==> src/hw/rtl/lnct_pkg.sv <==
`timescale 1ns / 1ps
`default_nettype none

package lnct_pkg;

   localparam int NodeW = 12;
   localparam int FuncW = 2;
   localparam int RhsW  = 4;
   localparam int CatW  = 3;
   localparam int MaskW = 12;

   typedef logic [FuncW-1:0] func_type;
   typedef logic [CatW-1:0]  cat_type;

   localparam func_type FUNC_UPD_DEP    = 2'd0;
   localparam func_type FUNC_UPD_NONDEP = 2'd1;
   localparam func_type FUNC_QRY_SUB    = 2'd2;
   localparam func_type FUNC_QRY_SUP    = 2'd3;

   localparam cat_type CAT_UNOBSERVED      = 3'd0;
   localparam cat_type CAT_MIN_DEP         = 3'd1;
   localparam cat_type CAT_DEP             = 3'd2;
   localparam cat_type CAT_CAND_MIN_DEP    = 3'd3;
   localparam cat_type CAT_MAX_NONDEP      = 3'd4;
   localparam cat_type CAT_NONDEP          = 3'd5;
   localparam cat_type CAT_CAND_MAX_NONDEP = 3'd6;

   typedef struct packed {
      logic     clear;
      logic     self_valid;
      logic     nbr_valid;
      logic     nbr_rel;
      func_type func;
   } acc_ctl_type;

   typedef struct packed {
      cat_type self_cat;
      logic    hit;
      logic    unobs;
   } acc_stat_type;

   function automatic logic is_superset_func(func_type func);
      return (func == FUNC_UPD_NONDEP) || (func == FUNC_QRY_SUP);
   endfunction

   function automatic logic is_cand(cat_type c);
      return (c == CAT_CAND_MIN_DEP) || (c == CAT_CAND_MAX_NONDEP);
   endfunction

   function automatic cat_type result_cat(func_type func, logic single, acc_stat_type st);
      cat_type c;
      case (func)
         FUNC_UPD_DEP: begin
            if (single)
               c = CAT_MIN_DEP;
            else if (st.hit)
               c = CAT_DEP;
            else if (st.unobs)
               c = CAT_CAND_MIN_DEP;
            else
               c = CAT_MIN_DEP;
         end
         FUNC_UPD_NONDEP: begin
            if (st.hit)
               c = CAT_NONDEP;
            else if (st.unobs)
               c = CAT_CAND_MAX_NONDEP;
            else
               c = CAT_MAX_NONDEP;
         end
         default: c = st.self_cat;
      endcase
      return c;
   endfunction

endpackage

`default_nettype wire

==> src/hw/rtl/lnct_accum.sv <==
`timescale 1ns / 1ps
`default_nettype none

module lnct_accum #(
   parameter int NUM_COLUMNS = 12,
   localparam int ColW = $clog2(NUM_COLUMNS)
) (
   input  wire logic                    clock,
   input  wire lnct_pkg::acc_ctl_type   ctl,
   input  wire logic [ColW-1:0]         col,
   input  wire lnct_pkg::cat_type       rd_cat,
   output lnct_pkg::acc_stat_type       stat,
   output logic [NUM_COLUMNS-1:0]       mask
);
   import lnct_pkg::*;

   cat_type                self_cat_ff, self_cat_in;
   logic                   hit_ff, hit_in;
   logic                   unobs_ff, unobs_in;
   logic [NUM_COLUMNS-1:0] mask_ff, mask_in;
   logic                   deplike;
   logic                   unobs_now;

   always_comb begin
      if (is_superset_func(ctl.func))
         deplike = (rd_cat == CAT_MAX_NONDEP) || (rd_cat == CAT_NONDEP) ||
                   (rd_cat == CAT_CAND_MAX_NONDEP);
      else
         deplike = (rd_cat == CAT_MIN_DEP) || (rd_cat == CAT_DEP) ||
                   (rd_cat == CAT_CAND_MIN_DEP);
      unobs_now = (rd_cat == CAT_UNOBSERVED);

      self_cat_in = self_cat_ff;
      hit_in      = hit_ff;
      unobs_in    = unobs_ff;
      mask_in     = mask_ff;
      if (ctl.clear) begin
         self_cat_in = CAT_UNOBSERVED;
         hit_in      = 1'b0;
         unobs_in    = 1'b0;
         mask_in     = '0;
      end else begin
         if (ctl.self_valid)
            self_cat_in = rd_cat;
         if (ctl.nbr_valid && ctl.nbr_rel) begin
            if (unobs_now) begin
               unobs_in = 1'b1;
               mask_in  = mask_ff | ({{(NUM_COLUMNS-1){1'b0}}, 1'b1} << col);
            end
            if (deplike)
               hit_in = 1'b1;
         end
      end
   end

   always_ff @(posedge clock) begin
      self_cat_ff <= self_cat_in;
      hit_ff      <= hit_in;
      unobs_ff    <= unobs_in;
      mask_ff     <= mask_in;
   end

   assign stat.self_cat = self_cat_ff;
   assign stat.hit      = hit_ff;
   assign stat.unobs    = unobs_ff;
   assign mask          = mask_ff;

endmodule

`default_nettype wire

==> config.mk <==
export PLATFORM = sky130hd
export DESIGN_NAME = lnct_accum
export DESIGN_NICKNAME = d
export VERILOG_FILES = /design/src/hw/rtl/lnct_pkg.sv /design/src/hw/rtl/lnct_accum.sv
export SDC_FILE = /design/constraint.sdc
export NUM_CORES = 1
export LEC_CHECK = 0
export ABC_CLOCK_PERIOD_IN_PS = 2890
export BUFFER_PORTS_ARGS = -buffer_cell sky130_fd_sc_hd__buf_4
export CAP_MARGIN = 10
export CORE_MARGIN = 2
export CORE_UTILIZATION = 47
export DETAILED_ROUTE_END_ITERATION = 16
export PLACE_DENSITY = 0.82
export SLEW_MARGIN = 20
export SYNTH_ARGS = -nofsm -noshare
export SYNTH_HDL_FRONTEND = slang
export SYNTH_SLANG_ARGS = --single-unit
==> constraint.sdc <==
create_clock -name clock -period 2.89 [get_ports clock]
set_input_delay 0.578 -clock clock [delete_from_list [all_inputs] [get_ports clock]]
set_output_delay 0.578 -clock clock [all_outputs]
set_load 0.1 [all_outputs]
# After elaboration in Yosys (flattened, before gate mapping)
# Cells that the tools add are included.
# totals
reg_bits,17
input_bits,14
out_inout_bits,17
elab_cells,24
# op_classes
n_reduce_logical,9
shift,1
n_bitwise,1
mux,1
n_eq_ne,8
# ops
op,n
$or A12 B12 Y12,1
$shl A1 B4 Y12 const A,1
$eq A3 B3 Y1 const B,3
$eq A3 B2 Y1 const B,2
$logic_or A1 B1 Y1,5
$reduce_and A2 Y1,2
$eq A3 B1 Y1 const B,1
$logic_not A3 Y1,1
$eq A2 B1 Y1 const B,1
$eq A2 B2 Y1 const B,1
$logic_and A1 B1 Y1,1
$mux W1,1

# Logic depth before layout (Yosys ltp)
# logic_depth
word_depth,5
depth_mapped,4
mapped_depth_nobuf,3

# Least setup slack after synthesis
# No wires, ideal clock.
# synth_path
path_kind,register -> output
from,"register mask_ff[0], in the netlist mask[0]"
to,output mask[0]
path_slack_ns,1.387
required_time_ns,2.312
stages_incl_launch_ff,1
n_path_buf,0
t_arrival_ns,0.925
cell_sequence,dfxtp_1
# synth_rtl
element,line,text
from (decl),lnct_accum.sv:20,"logic [NUM_COLUMNS-1:0] mask_ff, mask_in;"
from (signal assigned),lnct_accum.sv:60,mask_ff <= mask_in;
to (decl),lnct_accum.sv:13,output logic [NUM_COLUMNS-1:0] mask
# No word-level cell between the ends.

# Worst setup path in the final report
# layout_path
from,"register mask_ff[0], in the netlist mask[0]"
to,output mask[0]
# No word-level cell between the ends.

==> impl_metrics.py <==
metrics = {
    "timing": {
        "hold_viol": 0,
        "worst-slew-pin-transition_ns": 0.440,
        "fin_worst_skew_ns": 0,
        "fin_crit_ns": 1.53,
        "rsz0062_at_grt": "no",
        "finalSetupTns_ns": 0,
        "slew_viol_final": 0,
        "max_slew_margin_pct": 70.4,
        "period_share_pct": 52.8,
        "max_freq_mhz": 655,
        "setup_viol": 0,
    },
    "worst_hold_path": {
        "worstHoldPathType": "flop to flop",
        "holdPathEnd": "mask[8]",
        "whs_path_depth": 2,
        "holdCritStartpoint": "mask[8]",
    },
    "synthesis": {
        "synthTopCellsByArea": "dfxtp_1, a31oi_1, nor2_1, mux2i_1, nor4b_4",
        "netlist_area_um2": 683,
        "yosysTopAreaCell": "dfxtp_1",
        "synthCells": 72,
        "synth-seq-cells": 17,
        "yosysWarnings": 0,
        "syn-num-nets": 86,
        "syn_area_per_cell_um2": 9.49,
        "synth_top_area_share_pct": 49.8,
        "yosysSeqAreaShare_pct": 49.8,
        "yosys.cell_types.count": 22,
    },
    "route": {
        "post_drt_wl_per_cell_um": 12.3,
        "firstDrtPassIters": 4,
        "vias": 638,
        "drc": 0,
        "antenna_left": 0,
        "routed_wl_um": 1430,
        "viasPerCell": 5.50,
        "drtIter0Drc": 12,
    },
    "die": {
        "die_y_um": 42.1,
        "die_w_um": 42.1,
        "dieArea_um2": 1770,
        "start_util_pct": 51.2,
        "core_area_um2": 1330,
        "num_rows": 13,
        "pin_count": 31,
    },
    "setup_path": {
        "cpPeakStageDelay_ns": 0.36,
        "slowest_stage": "dfxtp_1",
        "crit_type": "flop to output port",
        "critPathRequiredTime_ns": 2.31,
        "timing.rr.start": "mask[4]",
        "reg2reg_slack_ns": 2.26,
        "reg2reg_to": "mask[4]",
        "startpoint": "mask[0]",
        "cp_max_fo": 2,
        "reg2regPathDepth": 2,
        "crit_family": "flip-flops",
        "worst-path-buf-inv": 1,
        "crit_path_start_kind": "flop",
        "path_cells": "buf_4",
        "endpoint_kind": "output port",
        "crit_arrival_ns": 0.95,
    },
    "final_layout": {
        "diodes": 0,
        "syn2layout_area_growth_pct": 35.2,
        "final_nets": 116,
        "layout-drive-gt1-share_pct": 37.6,
    },
    "clocking": {
        "clock-sinks": 17,
        "clk_latency_ns": 0.28,
        "post_cts_buffers": 0,
        "root_buffer": "clkbuf_4",
        "cts_buffers": 3,
        "cts.clk_slew.worst_paths_ns": 0.10,
        "cts_tree": "yes",
        "cts_resized": 0,
        "htree_levels": 1,
        "cts.hold.buffers_added": 0,
        "clockBufferDepth": 2,
    },
    "power_and_ir_drop": {
        "combinationalPowerShare_pct": 17.4,
        "switching_share_pct": 28.3,
        "p_int_mw": 0.316,
        "pwr-share-clk_pct": 28.3,
        "power.total_mw": 0.441,
        "peakVddDrop_uv": 252,
        "p_leak_nw": 0.398,
        "powerDensity_nw_per_um2": 478,
        "netSwitchingPower_mw": 0.125,
        "seqPwrFrac_pct": 54.4,
    },
    "grt": {
        "grt_use_total_pct": 16.0,
        "grt_pass1_vias": 541,
        "met2_usage_pct": 27.2,
        "grt_max_degree": 20,
        "antenna_found_initial": 0,
        "grtUsageMet3_pct": 3.02,
        "grt_pass1_wl_um": 2190,
        "gr-usage-met1_pct": 19.5,
        "overflow": 0,
        "grt-busiest-layer": "met2",
    },
    "place": {
        "dp_hpwl_um": 1060,
        "gp_congestion": 0.664,
        "io_buffers": 29,
    },
    "job": {
        "maxCapViolCount": 0,
    },
    "status": {
        "status": "completed",
    },
}
==> metal layers <==
metal | vias up | wire length (um)
li1 | 312 | -
met1 | 305 | 617
met2 | 19 | 707
met3 | 2 | 89
met4 | 0 | 10
met5 | - | 0
==> worst max path at each step <==
stage	to	slack (ns)	depth (start not counted)
floorplan	mask[0]	1.39	0
detailed placement	mask[8]	1.29	4
finish	mask[0]	1.36	1
global route	mask[0]	1.33	1
CTS	mask[0]	1.35	1
global placement	mask[10]	1.32	4
==> final cells by class <==
class	instances	area (um^2)
Clock buffer	4	26.3
Fill cell	110	410
Inverter	8	30.0
Multi-Input combinational cell	43	290
Sequential cell	17	340
Tap cell	15	18.8
Timing Repair Buffer	29	218
==> power by group through the flow <==
stage / Combinational, mW / Sequential [mW] / Clock [mW]
6_report: 0.0766 / 0.240 / 0.125
5_1_grt: 0.0804 / 0.240 / 0.138
4_1_cts: 0.0768 / 0.240 / 0.128
3_5_place_dp: 0.0768 / 0.245 / 0
3_3_place_gp: 0.0759 / 0.245 / 0
2_1_floorplan: 0.0271 / 0.266 / 0
==> cell families after synthesis <==
group,count (synthesis),share of synthesized area [%]
simple gates,24,22.3
flops,17,49.8
compound gates,16,15.8
buf+inv,12,7.69
mux,3,4.40
==> registers in the layout (all words and copies together) (netlist names) <==
name,flops
mask,12
hit_ff,1
unobs_ff,1
self_cat_ff,3
==> cell usage after synthesis <==
cell type  number
a21boi_0        1
a22oi_1         1
a31oi_1         9
and4b_1         1
and4bb_2        1
buf_1           1
buf_4           2
clkbuf_1        1
dfxtp_1        17
inv_1           6
inv_2           2
mux2i_1         3
nand2_1         2
nand3b_1        1
nand4_1         1
nor2_1         14
nor3_1          1
nor4_4          1
nor4b_4         1
o22ai_1         3
o32ai_1         2
or2_2           1
==> per-stage QoR <==
stage | util, % | cell area, um^2 | hold WS [ns] | cells | setup WS [ns]
final | 69.2 | 923 | 0.473 | 116 | 1.36
after global routing | 69.2 | 923 | 0.488 | 116 | 1.33
after CTS | 69.2 | 923 | 0.475 | 116 | 1.35
after detailed placement | 67.3 | 897 | 0.460 | 112 | 1.29
after global placement | 67.3 | 897 | 0.447 | 112 | 1.32
after floorplan | - | 683 | 0.438 | 72 | 1.39
==> cells in the final DEF (no fill, tap or decap), drive strengths merged <==
cell and count:
or2 1, a31oi 9, nor3 1, mux2i 3, clkbuf 4, o32ai 2, dfxtp 17, nand4 1
and4bb 1, nand3b 1, a21boi 1, a22oi 1, nor2 14, and4b 1, buf 29, nor4b 1
o22ai 3, inv 8, nor4 1, nand2 2
(Power assumes the default switching activity.)
