**config.mk**
```make
export PLATFORM = sky130hd
export DESIGN_NAME = lnct_nbr
export DESIGN_NICKNAME = d
export VERILOG_FILES = /design/src/hw/rtl/lnct_pkg.sv /design/src/hw/rtl/lnct_nbr.sv
export SDC_FILE = /design/constraint.sdc
export NUM_CORES = 1
export LEC_CHECK = 0
export BUFFER_PORTS_ARGS = -buffer_cell sky130_fd_sc_hd__buf_2
export CORE_AREA = 2 2 39 41
export DETAILED_ROUTE_END_ITERATION = 16
export DIE_AREA = 0 0 41 43
export SYNTH_ARGS = -nofsm -noshare
export SYNTH_HDL_FRONTEND = slang
export SYNTH_SLANG_ARGS = --single-unit
export TNS_END_PERCENT = 20
```
**constraint.sdc**
```tcl
create_clock -name vclk -period 1.4
set_clock_uncertainty 0.1 [all_clocks]
set_input_delay 0.07 -clock vclk [all_inputs]
set_output_delay 0.07 -clock vclk [all_outputs]
set_load 0.01 [all_outputs]
```
**src/hw/rtl/lnct_pkg.sv**
```systemverilog
`timescale 1ns / 1ps
`default_nettype none

package lnct_pkg;

   localparam int NodeW = 12;
   localparam int FuncW = 2;
   localparam int RhsW  = 4;
   localparam int CatW  = 3;
   localparam int MaskW = 12;

   typedef logic [FuncW-1:0] func_type;
   typedef logic [CatW-1:0]  cat_type;

   localparam func_type FUNC_UPD_DEP    = 2'd0;
   localparam func_type FUNC_UPD_NONDEP = 2'd1;
   localparam func_type FUNC_QRY_SUB    = 2'd2;
   localparam func_type FUNC_QRY_SUP    = 2'd3;

   localparam cat_type CAT_UNOBSERVED      = 3'd0;
   localparam cat_type CAT_MIN_DEP         = 3'd1;
   localparam cat_type CAT_DEP             = 3'd2;
   localparam cat_type CAT_CAND_MIN_DEP    = 3'd3;
   localparam cat_type CAT_MAX_NONDEP      = 3'd4;
   localparam cat_type CAT_NONDEP          = 3'd5;
   localparam cat_type CAT_CAND_MAX_NONDEP = 3'd6;

   typedef struct packed {
      logic     clear;
      logic     self_valid;
      logic     nbr_valid;
      logic     nbr_rel;
      func_type func;
   } acc_ctl_type;

   typedef struct packed {
      cat_type self_cat;
      logic    hit;
      logic    unobs;
   } acc_stat_type;

   function automatic logic is_superset_func(func_type func);
      return (func == FUNC_UPD_NONDEP) || (func == FUNC_QRY_SUP);
   endfunction

   function automatic logic is_cand(cat_type c);
      return (c == CAT_CAND_MIN_DEP) || (c == CAT_CAND_MAX_NONDEP);
   endfunction

   function automatic cat_type result_cat(func_type func, logic single, acc_stat_type st);
      cat_type c;
      case (func)
         FUNC_UPD_DEP: begin
            if (single)
               c = CAT_MIN_DEP;
            else if (st.hit)
               c = CAT_DEP;
            else if (st.unobs)
               c = CAT_CAND_MIN_DEP;
            else
               c = CAT_MIN_DEP;
         end
         FUNC_UPD_NONDEP: begin
            if (st.hit)
               c = CAT_NONDEP;
            else if (st.unobs)
               c = CAT_CAND_MAX_NONDEP;
            else
               c = CAT_MAX_NONDEP;
         end
         default: c = st.self_cat;
      endcase
      return c;
   endfunction

endpackage

`default_nettype wire

```
**src/hw/rtl/lnct_nbr.sv**
```systemverilog
`timescale 1ns / 1ps
`default_nettype none

module lnct_nbr #(
   parameter int NUM_COLUMNS = 12,
   localparam int ColW = $clog2(NUM_COLUMNS)
) (
   input  wire logic [NUM_COLUMNS-1:0]    node,
   input  wire logic [ColW-1:0]           col,
   input  wire lnct_pkg::func_type        func,
   input  wire logic [lnct_pkg::RhsW-1:0] rhs_col,
   output logic      [NUM_COLUMNS-1:0]    addr,
   output logic                           relevant
);
   import lnct_pkg::*;

   logic [NUM_COLUMNS-1:0] bit_sel;
   logic                   in_node;
   logic                   rhs_hit;

   always_comb begin
      bit_sel  = {{(NUM_COLUMNS-1){1'b0}}, 1'b1} << col;
      in_node  = |(node & bit_sel);
      rhs_hit  = (32'(rhs_col) < NUM_COLUMNS) && (32'(col) == 32'(rhs_col));
      addr     = node ^ bit_sel;
      relevant = is_superset_func(func) ? (!in_node && !rhs_hit) : in_node;
   end

endmodule

`default_nettype wire

```
---- Word-level counts from Yosys, hierarchy flattened ----
Cells that the tools add are included.
cells by class
  equality and inequality tests ........... 3
  multiplexer cells ....................... 1
  shifts and indexed selects .............. 1
  bitwise gates (word level) .............. 2
  $lt $le $gt $ge ......................... 1
  reduce and logical (&&, ||, !) cells .... 6
operators by type and width
  kind                    count
  $and A12 B12 Y12        1
  $reduce_or A12 Y1       1
  $shl A1 B4 Y12 const A  1
  $xor A12 B12 Y12        1
  $eq A4 B4 Y1            1
  $lt A4 B4 Y1 const B    1
  $eq A2 B1 Y1 const B    1
  $eq A2 B2 Y1 const B    1
  $logic_and A1 B1 Y1     2
  $logic_not A1 Y1        2
  $logic_or A1 B1 Y1      1
  $mux W1                 1
word-level totals
  input bits .............................. 22
  register bits ........................... 0

---- Longest topological paths before layout ----
Gate-level depths: netlist (run 1).
  word-level depth ........................ 6
  mapped depth ............................ 7
  gate-level depth less buffers ........... 7

---- Worst setup path after synthesis (run 1) ----
OpenSTA, ideal clock, no wires.
  path kind ............................... input to output
  start point ............................. input port col[2]
  end point ............................... output port relevant
  required time ........................... 1.230 ns
  slack ................................... 0.083 ns
  stages .................................. 7
  data arrival time ....................... 1.147 ns
  path buffers ............................ 0
  cell sequence ........................... or2b_1 -> nor2_1 -> ha_1 -> nor4_1 -> nand3_1 -> a31oi_1 -> mux2_4
on the way
  longest elaborated chain between the ends .. 6
  elaborated cells between the ends (all ways) .. 9
  those cells by class .................... eq/ne: 1; shift: 1; mux: 1; bitwise: 1; reduce/logical: 5
RTL lines
  element              line            text
  start, declared      lnct_nbr.sv:9   input wire logic [ColW-1:0] col,
  $shl A1 B4 Y12       lnct_nbr.sv:22  bit_sel = {{(NUM_COLUMNS-1){1'b0}}, 1'b1} << col;
  $and A12 B12 Y12     lnct_nbr.sv:23  in_node = |(node & bit_sel);
  $reduce_or A12 Y1    lnct_nbr.sv:23
  $logic_not A1 Y1     lnct_nbr.sv:26  relevant = is_superset_func(func) ? (!in_node && !rhs_hit) : in_node;
  $logic_and A1 B1 Y1  lnct_nbr.sv:26
  $mux W1 *            lnct_nbr.sv:26
  end, declared        lnct_nbr.sv:13  output logic relevant
Mark *: on every way between the ends. The rest lies on a longest branch, timed or not.

---- Worst setup path in the final report (run 1) ----
Same ends and word-level chain as after synthesis.

==> results of run 1 <==
-- power breakdown --
part | total [uW] | internal (uW) | switching (uW)
Sequential | 0 | 0 | 0
Clock | 0 | 0 | 0
Combinational | 212 | 118 | 93.4
-- routing by layer --
metal / track usage / up-vias / wire, um
met5: 0 / - / 0
met1: 0.158 / 206 / 408
li1: - / 242 / -
met4: 0 / 0 / 0
met2: 0.216 / 18 / 617
met3: 0 / 0 / 82
-- cell families (layout without fill, tap and decap cells) --
kind of cell	count (synthesis)	count (layout)	share of synthesized area
buffers and inverters	0	44	0
multiplexers	1	1	0.0469
AO/OA/AOI/OAI	2	2	0.0469
XOR/XNOR	3	3	0.0820
AND/OR/NAND/NOR	22	22	0.355
adder cells (fa/ha/maj)	12	12	0.469
-- worst max-delay path, stage by stage --
cell and delay (ps):
buf_6 100, or2b_4 250, nor2_4 50, ha_4 150, nor4_4 280, nand3_2 110, a31oi_1 150, mux2_4 170
buf_6 90
-- repair_timing --
| action | in CTS | in global routing |
|---|---|---|
| setup endpoints to repair | 1 | 1 |
| pin swaps | 5 | 9 |
| buffers inserted | 1 | 0 |
| resized for setup | 16 | 17 |
| gates cloned | 0 | 0 |
-- cell type report --
cell class | instances | area, sq um | area share
multi-input cells | 40 | 447 | 0.604
well taps | 16 | 20.0 | 0.0271
repair buffers | 44 | 273 | 0.369
-- path summary, 6_finish.rpt --
check | to | cells after the start | slack (ps) | from
worst max-delay path | relevant | 9 | -180 | col[2]
worst min-delay path | addr[3] | 3 | 340 | node[3]
-- through the flow --
stage / utilization / setup TNS [ps] / setup slack [ps] / hold slack, ps / cell area (sq um)
finish: 0.534 / -182 / -182 / 343 / 739
CTS: 0.480 / -196 / -196 / 345 / 664
floorplan: - / 0 / 83.5 / 186 / 320
global placement: 0.418 / -344 / -344 / 348 / 578
global route: 0.534 / -275 / -275 / 364 / 739
detailed placement: 0.418 / -370 / -370 / 343 / 578
-- cells in the mapped netlist --
master	number	share of area
ha_1	12	0.47
nor2_1	6	0.070
nor3_1	5	0.078
nand2b_1	4	0.078
nor4_1	4	0.078
xnor2_1	2	0.055
a31oi_1	1	0.020
mux2_4	1	0.047
nand2_1	1	0.012
nand3_1	1	0.016
o32ai_1	1	0.027
or2b_1	1	0.023
xor2_1	1	0.027
==> reports/results.tsv, run 1 <==
metric	value	unit
grt_antenna_before_repair	0	
peakVddDrop	0.112	mV
grt_max_degree	6	
synth_seq_area_share	0	
synth.net_count	74	
fp-row-count	14	
crit_path_end_kind	primary output	
leakage	0.000381	uW
crit_arrival	1410	ps
die_w	41	um
drtAntennaViolNets	0	
dp_hpwl	813	um
synth.distinct_cells	13	
placedCellCount	99	
synthToLayoutAreaGrowth	131	%
core_area	0.00138	sq mm
setup_ws	-182	ps
synth_cells	40	
seq_area	0	sq um
drt_iter0_drc	2	
outcome	finished with violations	
power	212	uW
fillers	132	
grt_pass1_wl	1.56	mm
clock_buffers	0	
vias	466	
totalWireLength	1.11	mm
synth_area	320	sq um
period_share	1.13	
drv_cap	0	
worst_pin_slew	240	ps
initial_core_util	0.231	
avgRoutedWirePerCell	11.1	um
gr-total-overflow	0	
crit_type	in2out	
gp_congestion	0.823	
nets	120	
worstPathRequired	1230	ps
grt_pass1_vias	407	
synth_warnings	0	
setup_violations	1	
grt_setup_unrepaired	true	
stdcell_count	100	
timing.final.crit_period	1580	ps
violations	setup timing	
mostFrequentLayoutCells	buf_2 (29), buf_4 (12), ha_1 (7), nor3_1 (4)	
final_common_cell	buf_2	
antenna_cells	0	
syn_avg_cell_area	8.01	sq um
drive_gt1_frac	0.762	
via_per_inst	4.66	
seq_cells	0	
cp_max_fo	4	
dieArea	0.00176	sq mm
ioPinCount	35	
hold_viol	0	
track_usage	0.119	
powerDensity	286	mW/mm^2
final_max_slew_viol_count	0	
worst_hold_path_type	in2out	
drcViolationCount	0	
relSlewSlack	0.839	
postCtsHoldBufs	0	
timing.fmax	632	MHz
firstDrtPassIters	2	
critPathLaunchType	primary input	
die_y	43	um
port_buffers	34	
(Power assumes the default switching activity.)
==> run 2: changes to the inputs <==
--- a/config.mk
+++ b/config.mk
@@ -5,10 +5,12 @@
 export SDC_FILE = /design/constraint.sdc
 export NUM_CORES = 1
 export LEC_CHECK = 0
+export ABC_AREA = 1
 export BUFFER_PORTS_ARGS = -buffer_cell sky130_fd_sc_hd__buf_2
 export CORE_AREA = 2 2 39 41
 export DETAILED_ROUTE_END_ITERATION = 16
 export DIE_AREA = 0 0 41 43
+export PLACE_DENSITY = 0.67
 export SYNTH_ARGS = -nofsm -noshare
 export SYNTH_HDL_FRONTEND = slang
 export SYNTH_SLANG_ARGS = --single-unit
==> constraint.sdc (replaced) <==
create_clock -name vclk -period 1.3
set_clock_uncertainty 0.1 [all_clocks]
set_input_delay 0.065 -clock vclk [all_inputs]
set_output_delay 0.065 -clock vclk [all_outputs]
set_load 0.01 [all_outputs]
==> run 2 against run 1 <==
The run still ends with setup timing left. Synthesized area is 17% higher. Hold slack worse by 3.8 ps. Die area unchanged. Worst setup slack gained 180 ps. Core utilization increased by 8.0 points. Largest cell class unchanged. Critical endpoint unchanged. Count of clock-buffer cells in the layout unchanged. Critical path depth up 3.
==> reports/results.tsv, run 2 <==
metric	value	unit
hold_viol	0	
core_area	0.00138	sq mm
avgRoutedWirePerCell	10.5	um
clock_buffers	0	
outcome	finished with violations	
cp_cell_sequence	buf_8, inv_6, buf_4, nor2_4, ha_2, nor2_1, and2_0, nand2_1, nor2_1, nand2_1, nand2_1, buf_2	
dieArea	0.00176	sq mm
via_per_inst	4.66	
dpl_cell_area	632	sq um
grt_max_degree	6	
port_buffers	34	
synthTopCellsByCount	nor2_1 (17), nand2_1 (13), ha_1 (12)	
synth.net_count	98	
leakage	0.000454	uW
gp_congestion	0.713	
setup_violations	1	
critPathLaunchType	primary input	
gr-total-overflow	0	
p_clk_frac	0	
drt_iter0_drc	0	
dp_slack	-91.8	ps
fillers	119	
die_y	43	um
synth_top_area_frac	0.401	
fp-row-count	14	
seq_area	0	sq um
firstDrtPassIters	1	
synth.most_common_cell	nor2_1	
powerDensity	298	mW/mm^2
internal_power	129	uW
die_w	41	um
mostFrequentLayoutCells	buf_2 (30), nor2_1 (12), nand2_1 (11), ha_2 (8), buf_4 (7)	
seq_cells	0	
relSlewSlack	0.871	
totalWireLength	1.31	mm
drcViolationCount	0	
initial_core_util	0.270	
grt_setup_unrepaired	true	
combPwrFrac	1.000	
dp_hpwl	987	um
worst_hold_path_type	in2out	
timing.fmax	769	MHz
synth_cells	64	
worst_pin_slew	191	ps
synthTopCellsByArea	ha_1 (40%), nor2_1 (17%), nand2_1 (13%)	
critical_path.most_common_cell	nand2_1	
stdcell_count	125	
crit_arrival	1140	ps
synthToLayoutAreaGrowth	127	%
drtAntennaViolNets	0	
grt_pass1_wl	1.95	mm
antenna_cells	0	
timing.final.crit_period	1300	ps
drive_gt1_frac	0.670	
grt_antenna_before_repair	0	
swShare	0.492	
grt_pass1_vias	528	
setup_ws	-0.105	ps
crit_type	in2out	
seqPwrFrac	0	
power_switching	125	uW
syn_avg_cell_area	5.85	sq um
final_max_slew_viol_count	0	
yosys.area.top_type	ha_1	
peakVddDrop	0.142	mV
synth_area	374	sq um
worstPathRequired	1130	ps
period_share	1.00	
cp_max_fo	4	
violations	setup timing	
track_usage	0.147	
synth.distinct_cells	12	
critPathMaxStageDelay	170	ps
ioPinCount	35	
synth_warnings	0	
crit_path_end_kind	primary output	
drv_cap	0	
nets	145	
min_path_cells	3	
vias	583	
synth_seq_area_share	0	
final_common_cell	buf_2	
worst_path_max_delay_cell	ha_2	
design_area	851	sq um
placedCellCount	123	
fin_util	0.615	
==> run 2: final timing paths <==
| check | startpoint | endpoint | slack, ps |
|---|---|---|---|
| worst max-delay path | col[3] | relevant | -0.1 |
| worst min-delay path | node[7] | addr[7] | 340 |
==> run 2: logic make-up (layout without fill, tap and decap cells) <==
group	after synthesis	after routing	share of synthesized area
AOI/OAI and AO/OA	1	1	0.0234
xor gates and xnor gates	1	1	0.0234
adders and majority gates	12	12	0.401
buffers and inverters	8	53	0.0803
and+or+nand+nor	42	42	0.472
==> run 2: what timing repair did <==
action / CTS / global route
hold buffers: 0 / 0
endpoints found under the setup margin: 1 / 1
pin swaps: 11 / 11
gates cloned: 0 / 0
resized for setup: 33 / 24
setup buffers: 1 / 1
==> run 2: layout make-up <==
cell class,instances,area (sq um),area share
Tap cell,16,20.0,0.0235
Timing Repair Buffer,45,323,0.379
Inverter,8,52.6,0.0618
Multi-Input combinational cell,56,455,0.535
==> run 2: per-layer routing <==
metal | global-route usage | routed length [um] | vias to the layer above
met4 | 0 | 8 | 0
met2 | 0.294 | 773 | 21
met5 | 0 | 0 | -
li1 | - | - | 298
met3 | 0 | 86 | 2
met1 | 0.168 | 442 | 262
==> run 2: critical path, delay by kind of cell <==
kind	cells	cell delay, ps
adders and majority gates	1	170
buffers and inverters	4	400
and+or+nand+nor	7	500
==> run 2: per-stage QoR <==
step | power (uW) | TNS [ps] | hold WS [ps]
floorplan | 90.8 | 0 | 181
global placement | 183 | -114 | 334
detailed placement | 185 | -91.8 | 336
CTS | 220 | -10.5 | 341
global route | 278 | -114 | 355
finish | 253 | -0.105 | 339
==> run 2: power groups by stage <==
stage | logic, uW | registers [uW] | clock network (uW)
after floorplan | 90.8 | 0 | 0
after global placement | 183 | 0 | 0
after detailed placement | 185 | 0 | 0
after CTS | 220 | 0 | 0
after global routing | 278 | 0 | 0
final | 253 | 0 | 0
